[src/rtl/sqmrf_pkg.sv]
// Shared types and constants for the square matrix rotate/flip block.
// No dependencies.
`default_nettype none

package sqmrf_pkg;

    localparam int DEFAULT_MAX_DIM = 8;
    localparam int VALUE_W         = 32;
    localparam int CFG_DATA_W      = 4;
    localparam int CFG_INDEX_W     = 2;
    localparam int DIM_REG_W       = 4;
    localparam int MODE_W          = 2;

    // register indexes
    localparam logic [CFG_INDEX_W-1:0] REG_MODE = 2'd0;
    localparam logic [CFG_INDEX_W-1:0] REG_ROWS = 2'd1;
    localparam logic [CFG_INDEX_W-1:0] REG_COLS = 2'd2;

    // transform codes
    localparam logic [MODE_W-1:0] MODE_CW   = 2'd0;
    localparam logic [MODE_W-1:0] MODE_CCW  = 2'd1;
    localparam logic [MODE_W-1:0] MODE_VFLIP = 2'd2;
    localparam logic [MODE_W-1:0] MODE_HALF = 2'd3;

    typedef enum logic {
        SEQ_IDLE,
        SEQ_EMIT
    } seq_state_t;

    typedef struct packed {
        logic busy;
        logic rd_en;
        logic rd_last;
    } seq_status_t;

endpackage

`default_nettype wire

[src/rtl/sqmrf_store.sv]
// Element store: single write port, one registered read port.
// Depends on sqmrf_pkg.
`default_nettype none

module sqmrf_store #(
    parameter int MAX_DIM = sqmrf_pkg::DEFAULT_MAX_DIM,
    parameter int ADDR_W  = $clog2(MAX_DIM * MAX_DIM)
) (
    input  wire                                 clk,
    input  wire                                 wr_en,
    input  wire  [ADDR_W-1:0]                   wr_addr,
    input  wire  [sqmrf_pkg::VALUE_W-1:0]       wr_data,
    input  wire                                 rd_en,
    input  wire  [ADDR_W-1:0]                   rd_addr,
    output logic [sqmrf_pkg::VALUE_W-1:0]       rd_data
);
    import sqmrf_pkg::*;

    localparam int DEPTH = MAX_DIM * MAX_DIM;

    logic [VALUE_W-1:0] mem [DEPTH];
    logic [VALUE_W-1:0] rd_data_reg;

    always_ff @(posedge clk)
    begin
        if (wr_en)
        begin
            mem[wr_addr] <= wr_data;
        end
    end

    always_ff @(posedge clk)
    begin
        if (rd_en)
        begin
            rd_data_reg <= mem[rd_addr];
        end
    end

    assign rd_data = rd_data_reg;

endmodule

`default_nettype wire

[src/rtl/sqmrf_seq.sv]
// Emit sequencer: walks the output matrix row-major and issues store reads.
// Depends on sqmrf_pkg.
`default_nettype none

module sqmrf_seq #(
    parameter int MAX_DIM = sqmrf_pkg::DEFAULT_MAX_DIM,
    parameter int ADDR_W  = $clog2(MAX_DIM * MAX_DIM),
    parameter int CNT_W   = $clog2(MAX_DIM + 1)
) (
    input  wire                              clk,
    input  wire                              rst_n,
    input  wire                              launch,
    input  wire  [CNT_W-1:0]                 n_in,
    input  wire  [CNT_W-1:0]                 m_in,
    input  wire  [sqmrf_pkg::MODE_W-1:0]     mode_in,
    output sqmrf_pkg::seq_status_t           status,
    output logic [ADDR_W-1:0]                rd_addr
);
    import sqmrf_pkg::*;

    localparam int IDX_W = $clog2(MAX_DIM);

    seq_state_t        state_reg, state_next;
    logic [IDX_W-1:0]  r_reg, r_next;
    logic [IDX_W-1:0]  c_reg, c_next;
    logic [CNT_W-1:0]  n_reg, n_next;
    logic [CNT_W-1:0]  m_reg, m_next;
    logic [MODE_W-1:0] mode_reg, mode_next;

    logic [IDX_W-1:0]  n_m1, m_m1;
    logic [IDX_W-1:0]  sr, sc;
    logic              at_last;
    logic [ADDR_W-1:0] sr_x, m_x;

    assign n_m1    = IDX_W'(n_reg - CNT_W'(1));
    assign m_m1    = IDX_W'(m_reg - CNT_W'(1));
    assign at_last = (r_reg == n_m1) && (c_reg == m_m1);

    // next state
    always_comb
    begin
        state_next = state_reg;
        unique case (state_reg)
            SEQ_IDLE: if (launch) state_next = SEQ_EMIT;
            SEQ_EMIT: if (at_last) state_next = SEQ_IDLE;
            default:  state_next = SEQ_IDLE;
        endcase
    end

    // outputs
    always_comb
    begin
        status.busy    = (state_reg == SEQ_EMIT);
        status.rd_en   = (state_reg == SEQ_EMIT);
        status.rd_last = (state_reg == SEQ_EMIT) && at_last;
    end

    // position counters and latched shape
    always_comb
    begin
        r_next    = r_reg;
        c_next    = c_reg;
        n_next    = n_reg;
        m_next    = m_reg;
        mode_next = mode_reg;
        if (state_reg == SEQ_IDLE)
        begin
            if (launch)
            begin
                r_next    = '0;
                c_next    = '0;
                n_next    = n_in;
                m_next    = m_in;
                mode_next = mode_in;
            end
        end
        else if (c_reg == m_m1)
        begin
            c_next = '0;
            r_next = r_reg + IDX_W'(1);
        end
        else
        begin
            c_next = c_reg + IDX_W'(1);
        end
    end

    // source coordinate for each transform
    always_comb
    begin
        unique case (mode_reg)
            MODE_CW:
            begin
                sr = n_m1 - c_reg;
                sc = r_reg;
            end
            MODE_CCW:
            begin
                sr = c_reg;
                sc = n_m1 - r_reg;
            end
            MODE_VFLIP:
            begin
                sr = n_m1 - r_reg;
                sc = c_reg;
            end
            default:
            begin
                sr = n_m1 - r_reg;
                sc = m_m1 - c_reg;
            end
        endcase
    end

    assign sr_x    = ADDR_W'(sr);
    assign m_x     = ADDR_W'(m_reg);
    assign rd_addr = sr_x * m_x + ADDR_W'(sc);

    always_ff @(posedge clk or negedge rst_n)
    begin
        if (!rst_n)
        begin
            state_reg <= SEQ_IDLE;
        end
        else
        begin
            state_reg <= state_next;
        end
    end

    always_ff @(posedge clk)
    begin
        r_reg    <= r_next;
        c_reg    <= c_next;
        n_reg    <= n_next;
        m_reg    <= m_next;
        mode_reg <= mode_next;
    end

endmodule

`default_nettype wire

[src/rtl/square_matrix_rotate_flip_core.sv]
// Matrix rotate/flip core: load N*M elements, then stream the transformed matrix.
// The transfer that completes the matrix launches the emit pass; each read goes
// through the registered store port and the strobe register, and results follow
// one per cycle, total N*M of them. Loading takes one transfer per cycle while
// busy is low; busy is high through the emit pass (one store read per cycle).
// Reset: async active low; mode=0, rows=8, cols=8, load count zero. The
// element store is not reset. Results cannot be stalled by the receiver.
`default_nettype none

module square_matrix_rotate_flip_core #(
    parameter int MAX_DIM = sqmrf_pkg::DEFAULT_MAX_DIM
) (
    input  wire                                      clk,
    input  wire                                      rst_n,
    // configuration write port
    input  wire                                      cfg_we,
    input  wire  [sqmrf_pkg::CFG_INDEX_W-1:0]        cfg_index,
    input  wire  [sqmrf_pkg::CFG_DATA_W-1:0]         cfg_data,
    // element input
    input  wire                                      start,
    output logic                                     busy,
    input  wire  signed [sqmrf_pkg::VALUE_W-1:0]     elem_value,
    // result output
    output logic                                     out_valid,
    output logic signed [sqmrf_pkg::VALUE_W-1:0]     out_value,
    output logic                                     out_last
);
    import sqmrf_pkg::*;

    localparam int DEPTH  = MAX_DIM * MAX_DIM;
    localparam int ADDR_W = $clog2(DEPTH);
    localparam int CNT_W  = $clog2(MAX_DIM + 1);
    localparam int LC_W   = $clog2(DEPTH + 1);

    // configuration registers
    logic [MODE_W-1:0]    mode_reg;
    logic [DIM_REG_W-1:0] rows_reg;
    logic [DIM_REG_W-1:0] cols_reg;

    // load side
    logic [LC_W-1:0]   load_count_reg, load_count_next;
    logic [LC_W-1:0]   count_inc;
    logic [LC_W-1:0]   total;
    logic [CNT_W-1:0]  n_dim, cols_dim, m_dim;
    logic              xfer;
    logic              complete;
    logic              wr_en;

    // emit side
    seq_status_t       seq_st;
    logic [ADDR_W-1:0] rd_addr;
    logic [VALUE_W-1:0] rd_data;
    logic              out_valid_reg;
    logic              out_last_reg;

    // Dimensions: zero reads as one, anything above MAX_DIM as MAX_DIM.
    function automatic logic [CNT_W-1:0] clamp_dim(input logic [DIM_REG_W-1:0] v);
        logic [CNT_W-1:0] res;
        if (v == '0)
            res = CNT_W'(1);
        else if (32'(v) > MAX_DIM)
            res = CNT_W'(MAX_DIM);
        else
            res = CNT_W'(v);
        return res;
    endfunction

    always_ff @(posedge clk or negedge rst_n)
    begin
        if (!rst_n)
        begin
            mode_reg <= MODE_CW;
            rows_reg <= DIM_REG_W'(8);
            cols_reg <= DIM_REG_W'(8);
        end
        else if (cfg_we)
        begin
            unique case (cfg_index)
                REG_MODE: mode_reg <= cfg_data[MODE_W-1:0];
                REG_ROWS: rows_reg <= cfg_data[DIM_REG_W-1:0];
                REG_COLS: cols_reg <= cfg_data[DIM_REG_W-1:0];
                default:  ;
            endcase
        end
    end

    // quarter turns are square: columns follow rows
    assign n_dim    = clamp_dim(rows_reg);
    assign cols_dim = clamp_dim(cols_reg);
    assign m_dim    = (mode_reg == MODE_CW || mode_reg == MODE_CCW) ? n_dim : cols_dim;
    assign total    = LC_W'(n_dim) * LC_W'(m_dim);

    assign xfer      = start && !busy;
    assign count_inc = load_count_reg + LC_W'(1);
    assign complete  = (count_inc >= total);
    // count never passes DEPTH-1 before a transfer; guard kept for safety
    assign wr_en     = xfer && (load_count_reg < LC_W'(DEPTH));

    always_comb
    begin
        load_count_next = load_count_reg;
        if (xfer)
        begin
            load_count_next = complete ? '0 : count_inc;
        end
    end

    always_ff @(posedge clk or negedge rst_n)
    begin
        if (!rst_n)
        begin
            load_count_reg <= '0;
        end
        else
        begin
            load_count_reg <= load_count_next;
        end
    end

    // Element k of a load lands at entry k; the emit pass turns the
    // transform into read addressing, so no data is moved inside the store.
    sqmrf_store #(
        .MAX_DIM (MAX_DIM),
        .ADDR_W  (ADDR_W)
    ) u_store (
        .clk     (clk),
        .wr_en   (wr_en),
        .wr_addr (load_count_reg[ADDR_W-1:0]),
        .wr_data (elem_value),
        .rd_en   (seq_st.rd_en),
        .rd_addr (rd_addr),
        .rd_data (rd_data)
    );

    // Launch on the completing transfer with the shape in force right now.
    sqmrf_seq #(
        .MAX_DIM (MAX_DIM),
        .ADDR_W  (ADDR_W),
        .CNT_W   (CNT_W)
    ) u_seq (
        .clk     (clk),
        .rst_n   (rst_n),
        .launch  (xfer && complete),
        .n_in    (n_dim),
        .m_in    (m_dim),
        .mode_in (mode_reg),
        .status  (seq_st),
        .rd_addr (rd_addr)
    );

    assign busy = seq_st.busy;

    // strobe and last flag are registered to line up with the store's registered read
    always_ff @(posedge clk or negedge rst_n)
    begin
        if (!rst_n)
        begin
            out_valid_reg <= 1'b0;
            out_last_reg  <= 1'b0;
        end
        else
        begin
            out_valid_reg <= seq_st.rd_en;
            out_last_reg  <= seq_st.rd_last;
        end
    end

    assign out_valid = out_valid_reg;
    assign out_last  = out_last_reg;
    assign out_value = rd_data;

    // no store write while the emit pass reads
    a_no_wr_during_rd: assert property (@(posedge clk) disable iff (!rst_n)
        wr_en |-> !seq_st.rd_en)
        else $error("store write during emit read");

    // last flag only rides on a result transfer
    a_last_needs_valid: assert property (@(posedge clk) disable iff (!rst_n)
        out_last |-> out_valid)
        else $error("out_last without out_valid");

    // the final read ends the emit pass
    a_last_read_ends: assert property (@(posedge clk) disable iff (!rst_n)
        seq_st.rd_last |=> !busy)
        else $error("busy after final read");

    // a completing transfer is followed by a read in the next cycle
    a_launch_reads: assert property (@(posedge clk) disable iff (!rst_n)
        (xfer && complete) |=> seq_st.rd_en)
        else $error("emit pass did not start");

endmodule

`default_nettype wire

[config.mk]
export PLATFORM = sky130hd
export DESIGN_NAME = square_matrix_rotate_flip_core
export DESIGN_NICKNAME = d
export VERILOG_FILES = /design/src/rtl/sqmrf_pkg.sv /design/src/rtl/sqmrf_store.sv /design/src/rtl/sqmrf_seq.sv /design/src/rtl/square_matrix_rotate_flip_core.sv
export SDC_FILE = /design/constraint.sdc
export NUM_CORES = 2
export LEC_CHECK = 0
export BUFFER_PORTS_ARGS = -buffer_cell sky130_fd_sc_hd__clkbuf_2
export CORE_MARGIN = 2
export CORE_UTILIZATION = 35
export CTS_BUF_LIST = sky130_fd_sc_hd__clkbuf_8 sky130_fd_sc_hd__clkbuf_16
export CTS_CLUSTER_DIAMETER = 40
export DETAILED_ROUTE_END_ITERATION = 10
export GPL_TIMING_DRIVEN = 0
export PLACE_DENSITY = 0.49
export SYNTH_ARGS = -nofsm -noshare
export SYNTH_HDL_FRONTEND = slang
export SYNTH_HIERARCHICAL = 1
export SYNTH_SLANG_ARGS = --single-unit
[constraint.sdc]
create_clock -name clk -period 8.7 [get_ports clk]
set_input_delay 0.87 -clock clk [delete_from_list [all_inputs] [get_ports clk]]
set_output_delay 0.87 -clock clk [all_outputs]
set_load 0.01 [all_outputs]
* Word level (Yosys, flattened, before mapping)
Memory sizes are Yosys's and may differ from the RTL's. A register that Yosys moved wholly into a read port is not among the register bits.
Index checks and enable logic that the tools add are counted.
** Word-level totals
- Register bits after elaboration :: 35
- RAM bits :: 2048
- Input port bits :: 42
- Output and inout port bits :: 35
- Logic and storage cells :: 73
- Memories kept :: 1
** Memories
- u_store.mem :: depth 64, bits a word 32, rd ports 1, clocked after Yosys merged registers in 1, write ports 1, RTL line sqmrf_store.sv:21 : logic [VALUE_W-1:0] mem [DEPTH];
** Operators by class
- Add/sub/neg operators :: 9
- $mul :: 2
- $lt $le $gt $ge :: 4
- Equal/unequal tests :: 8
- Multiplexer cells :: 18
- Bitwise gates (word level) :: 1
- Reduce and logical (&&, ||, !) cells :: 18
** Operators with widths (count)
- 4-bit 2-to-1 mux :: 5
- 3-bit 2-to-1 mux :: 5
- 2-bit AND reduction :: 5
- 3-bit one-hot mux with 3 select lines :: 1
- 3-bit subtractor :: 3
- 4-bit > comparator, second input constant :: 2
- 4-bit logical NOT :: 2
- 7-bit by 1-bit adder with 7-bit output, second input constant :: 1
- 7-bit greater-or-equal comparator :: 1
- 7-bit < comparator, second input constant :: 1
- 4-bit by 4-bit multiplier with 7-bit output :: 1
- 7-bit 2-to-1 mux :: 1
- 3-bit by 1-bit adder with 3-bit output, second input constant :: 2
- 6-bit by 3-bit adder with 6-bit output :: 1
- 2-bit by 1-bit == test with 1-bit output, second input constant :: 3
- 3-bit == test :: 2
- 2-bit logical NOT :: 3
- 3-bit by 4-bit multiplier with 6-bit output :: 1
- 3-bit one-hot mux with 2 select lines :: 1
- 3-bit by 1-bit subtractor with 3-bit output, second input constant :: 2
- 1-bit logical AND :: 5
- 2-bit == test, second input constant :: 2
- 1-bit 2-to-1 mux :: 4
- 2-bit != test, second input constant :: 1
- other kinds (5) :: 5

* Longest topological paths before layout
- Depth after elaboration :: 9
- Depth in mapped cells :: 22
- Gate-level depth less buffers :: 20

* Hierarchy
Netlist, hierarchy kept.
** By module, submodules not included
- sqmrf_store :: instances 1, cells each 3324, area each 78835.6 um2, sequential area each 62459.9 um2
- square_matrix_rotate_flip_core :: instances 1, cells each 151, area each 1466.4 um2, sequential area each 478.0 um2
- sqmrf_seq :: instances 1, cells each 127, area each 1440.1 um2, sequential area each 475.5 um2

* Worst setup path before layout
OpenSTA, ideal clock, no wires.
- Path type :: register to register
- From :: register u_seq.n_reg[0]
- To :: register u_store.rd_data_reg[12] (netlist: u_store/rd_data[12]), read port of u_store.mem (data pin)
- Library setup time :: 0.139 ns
- Arrival time :: 5.462 ns
- Data required time :: 8.561 ns
- Setup slack :: 3.100 ns
- Cell stages (with the launch flop) :: 23
- Buffers on the path :: 2
- Period minus slack after synthesis :: 5.600 ns
- Cells stage by stage :: edfxtp_1 inv_1 ha_1 fa_1 xnor3_1 nor3_1 nor3_1 or3_1 fa_1 inv_1 fa_1 fa_1 a21o_1 a21oi_1 xnor2_1 xnor2_1 clkbuf_1 nand2b_1 clkbuf_1 o221ai_1 a21oi_1 a21oi_1 nor2_1
** On the way
- Cells in the longest elaborated chain, start to end :: 5
- Elaborated cells on any way between the ends :: 7
- Those cells by class :: 4 x add/sub; 1 x mul; 2 x mux
** RTL lines
- from (decl) :: RTL line sqmrf_seq.sv:26 : logic [CNT_W-1:0] n_reg, n_next;
- from (signal assigned) :: RTL line sqmrf_seq.sv:135 : n_reg <= n_next;
- 3-bit by 1-bit subtractor with 3-bit output (*) :: RTL line sqmrf_seq.sv:35 : assign n_m1 = IDX_W'(n_reg - CNT_W'(1));
- 3-bit subtractor, on equally long branches
- 3-bit one-hot mux with 2 select lines :: RTL line sqmrf_seq.sv:91 : unique case (mode_reg)
- 3-bit by 4-bit multiplier with 6-bit output :: RTL line sqmrf_seq.sv:117 : assign rd_addr = sr_x * m_x + ADDR_W'(sc);
- 6-bit by 3-bit adder with 6-bit output (*) :: RTL line sqmrf_seq.sv:117
- via rd_addr[5] :: RTL line square_matrix_rotate_flip_core.sv:51 : logic [ADDR_W-1:0] rd_addr;
- to (decl) :: RTL line sqmrf_store.sv:22 : logic [VALUE_W-1:0] rd_data_reg;
Mark *: on every way through the listed nets, which the timed path passes. The rest lies on a longest branch.
A chain may end at the register's enable or synchronous reset.

* Final worst setup path
- From :: register u_seq.n_reg[0]
- To :: register u_store.rd_data_reg[23] (netlist: u_store/rd_data[23]), read port of u_store.mem (data pin)
Same word-level chain as after synthesis.

==> impl_results.html <==
<table>
<tr><th>Metric</th><th>Value</th></tr>
<tr><th colspan="2">STA</th></tr>
<tr><td>Pins over their slew limit</td><td>22</td></tr>
<tr><td>Slew at the pin closest to its max-slew limit</td><td>1.71 ns</td></tr>
<tr><td>Ratio of final minimum period to clock period</td><td>0.999</td></tr>
<tr><td>RSZ-0062 raised after global routing</td><td>false</td></tr>
<tr><td>Final total negative setup slack</td><td>0 ns</td></tr>
<tr><td>Worst clock skew on the final layout</td><td>0.0540 ns</td></tr>
<tr><td>Number of hold-slack violations in the final timing report</td><td>0</td></tr>
<tr><td>Max_slew headroom</td><td>-0.138</td></tr>
<tr><td>Clock period minus final worst setup slack</td><td>8.69 ns</td></tr>
<tr><td>Maximum achievable frequency</td><td>115 MHz</td></tr>
<tr><td># setup viols final</td><td>0</td></tr>
<tr><th colspan="2">Worst setup path</th></tr>
<tr><td>Setup crit start</td><td>u_seq/n_reg[0]</td></tr>
<tr><td>Crit Path Class</td><td>register to register</td></tr>
<tr><td>Slowest cell on crit path</td><td>fa_1</td></tr>
<tr><td>Crit path DAT</td><td>9.28 ns</td></tr>
<tr><td>Destination of the critical timing path</td><td>u_store/rd_data[23]</td></tr>
<tr><td>Endpoint class of the critical path</td><td>register</td></tr>
<tr><td>Critical Path Fanout Max</td><td>10</td></tr>
<tr><td>Endpoint of the worst register-to-register path</td><td>u_store/rd_data[23]</td></tr>
<tr><td>Critical Path Source Type</td><td>register</td></tr>
<tr><td>Largest stage delay on the critical path</td><td>0.78 ns</td></tr>
<tr><td>Required time worst endpoint</td><td>9.29 ns</td></tr>
<tr><td>R2R Path Start</td><td>u_seq/n_reg[0]</td></tr>
<tr><td>Cell Chain, Critical Path</td><td>inv_1 &gt; ha_1 &gt; fa_1 &gt; xnor3_1 &gt; nor3_1 &gt; nor3_1 &gt; or3_1 &gt; fa_1 &gt; inv_1 &gt; fa_1 &gt; fa_1 &gt; clkbuf_1 &gt; buf_2 &gt; buf_2 &gt; buf_2 &gt; clkbuf_4 &gt; mux2i_1 &gt; a21oi_1 &gt; a21oi_1 &gt; nor2_1</td></tr>
<tr><td>FF-to-FF setup slack</td><td>0.008 ns</td></tr>
<tr><td>Logic depth of the worst register-to-register path</td><td>20</td></tr>
<tr><td>Dominant cell type by count on the critical path</td><td>fa_1</td></tr>
<tr><th colspan="2">Placement</th></tr>
<tr><td>Final HPWL DP</td><td>176 mm</td></tr>
<tr><td>Input/output buffers</td><td>76</td></tr>
<tr><td>Routability Congestion</td><td>0.801</td></tr>
<tr><th colspan="2">Run</th></tr>
<tr><td>Max-capacitance violation count</td><td>2</td></tr>
<tr><th colspan="2">Finish</th></tr>
<tr><td>Number of flip-flops in the largest register</td><td>2048</td></tr>
<tr><td>Commonest cells after routing, fill and taps aside</td><td>2095 x edfxtp_1, 546 x mux4_2, 334 x clkbuf_16</td></tr>
<tr><td>Most common library cell in the layout ignoring fill and taps</td><td>edfxtp_1</td></tr>
<tr><td>Synthesis-to-layout area growth</td><td>22.6%</td></tr>
<tr><td>Fin nets</td><td>4231</td></tr>
<tr><td>Share of post-route cells with drive strength above 1</td><td>0.332</td></tr>
<tr><th colspan="2">Clocking</th></tr>
<tr><td>Clock-pin slew reported for the worst setup and hold paths after clock tree synthesis</td><td>0.05 ns</td></tr>
<tr><td>Total clock sinks</td><td>2115</td></tr>
<tr><td>Library cell used as clock root buffer</td><td>clkbuf_16</td></tr>
<tr><td>Depth of the CTS H-tree</td><td>5</td></tr>
<tr><td>Clock Latency Late Sink</td><td>0.94 ns</td></tr>
<tr><td>Total CTS buffers</td><td>328</td></tr>
<tr><td>TritonCTS clock tree</td><td>done</td></tr>
<tr><td>Post-CTS Setup Inserts</td><td>0</td></tr>
<tr><td>Maximum number of buffers from clock root to sink</td><td>4</td></tr>
<tr><th colspan="2">Floorplanning</th></tr>
<tr><td>Placeable core region</td><td>232000 µm²</td></tr>
<tr><td>Die X-Extent</td><td>487 µm</td></tr>
<tr><td>Number of rows in the core area</td><td>177</td></tr>
<tr><td>Effective utilization at floorplan</td><td>0.352</td></tr>
<tr><td>Number of primary I/O pins</td><td>77</td></tr>
<tr><td>Die Y-Extent</td><td>487 µm</td></tr>
<tr><td>Area of the die</td><td>237000 µm²</td></tr>
<tr><th colspan="2">Global route</th></tr>
<tr><td>Global routing usage summed across all routing layers</td><td>0.230</td></tr>
<tr><td>Number of antenna violations at the first check in global routing</td><td>17</td></tr>
<tr><td>Total congestion overflow after global routing</td><td>0</td></tr>
<tr><td>First-pass GRT wire length</td><td>368 mm</td></tr>
<tr><td>Largest net degree at the start of global routing</td><td>65</td></tr>
<tr><td>Vias in the first global route</td><td>42119</td></tr>
<tr><th colspan="2">Hold path</th></tr>
<tr><td>Worst hold path type</td><td>input port to register</td></tr>
<tr><td>Hold_sp</td><td>cfg_data[2]</td></tr>
<tr><th colspan="2">Route</th></tr>
<tr><td>Drt drc</td><td>0</td></tr>
<tr><td>Total via count in the routed design</td><td>42904</td></tr>
<tr><td>Post-Route M1 WL</td><td>114 mm</td></tr>
<tr><td>Top layer in use</td><td>met5</td></tr>
<tr><td>Metal3 WL</td><td>23.8 mm</td></tr>
<tr><td>Count of nets left with antenna violations after detail routing</td><td>0</td></tr>
<tr><td>Routed length on met2</td><td>128 mm</td></tr>
<tr><td>Drt total wl</td><td>274 mm</td></tr>
<tr><td>Number of violations reported at the end of detailed-routing iteration 0</td><td>5978</td></tr>
<tr><td>First-pass detailed-route iteration total</td><td>5</td></tr>
<tr><td>Number of vias per cell after detailed routing</td><td>5.77</td></tr>
<tr><td>Average detailed-routed wire length per instance</td><td>36.9 µm</td></tr>
<tr><th colspan="2">Synth</th></tr>
<tr><td>Synthesis warning total</td><td>6</td></tr>
<tr><td>Average footprint of a synthesized cell</td><td>22.7 µm²</td></tr>
<tr><td>Synth Net Count</td><td>3691</td></tr>
<tr><td>Post-synthesis cell count</td><td>3601</td></tr>
<tr><td>Cell Area, Synth</td><td>81700 µm²</td></tr>
<tr><th colspan="2">Outcome</th></tr>
<tr><td>Violated checks</td><td>max-capacitance violations, max-slew violations</td></tr>
<tr><td>Status</td><td>finished with violations</td></tr>
</table>
==> critical path, delay by kind of cell, from the launching register on <==
| family | cells | cell delay, ns |
|---|---|---|
| adder cells (fa/ha/maj) | 5 | 2.66 |
| AO/OA/AOI/OAI | 2 | 0.82 |
| AND/OR/NAND/NOR | 4 | 0.89 |
| buffers and inverters | 7 | 2.55 |
| flip-flops | 1 | 0.39 |
| XOR/XNOR | 1 | 0.41 |
| multiplexers | 1 | 0.60 |
==> stage by stage <==
step	area (µm²)	util	hold slack, ns	cells	setup WS [ns]
after CTS	99900	0.430	0.176	7418	0.0185
after floorplan	81700	-	0.421	3601	3.10
after detailed placement	88800	0.382	0.466	6838	-0.129
after global placement	85900	0.370	0.461	6720	-0.847
after global routing	100000	0.431	0.196	7435	0.0191
final	100000	0.431	0.233	7438	0.00807
==> worst min path at each step <==
stage                   endpoint  slack [ns]  depth (start not counted)
4_1_cts              cols_reg[2]        0.18                          2
3_3_place_gp   u_seq/mode_reg[0]        0.46                          0
2_1_floorplan  u_seq/mode_reg[0]        0.42                          0
3_5_place_dp   u_seq/mode_reg[0]        0.47                          0
5_1_grt              cols_reg[2]        0.20                          2
6_report             cols_reg[2]        0.23                          2
==> what timing repair did <==
| action | 4_1_cts | 5_1_grt |
|---|---|---|
| hold buffers | 1 | 0 |
| setup endpoints to repair | 4 | 5 |
| resized for setup | 4 | 4 |
| hold endpoints to repair | 18 | 0 |
==> layer usage <==
metal | up-vias | track usage
met3 | 395 | 0.0483
met1 | 23821 | 0.327
met5 | - | 0
li1 | 16472 | -
met2 | 2214 | 0.357
met4 | 2 | 0.0667
==> area by class of cell <==
| class | instances | area, µm² |
|---|---|---|
| Antenna cell | 5 | 12.5 |
| Buffer | 188 | 938 |
| Clock buffer | 334 | 8360 |
| Clock inverter | 245 | 2710 |
| Fill cell | 19778 | 132000 |
| Inverter | 30 | 113 |
| Multi-Input combinational cell | 1268 | 17800 |
| Sequential cell | 2115 | 63400 |
| Tap cell | 3043 | 3810 |
| Timing Repair Buffer | 210 | 3090 |
Power is not shown: default switching activity piles up to over one toggle a cycle in this logic, so the estimate is an artifact.
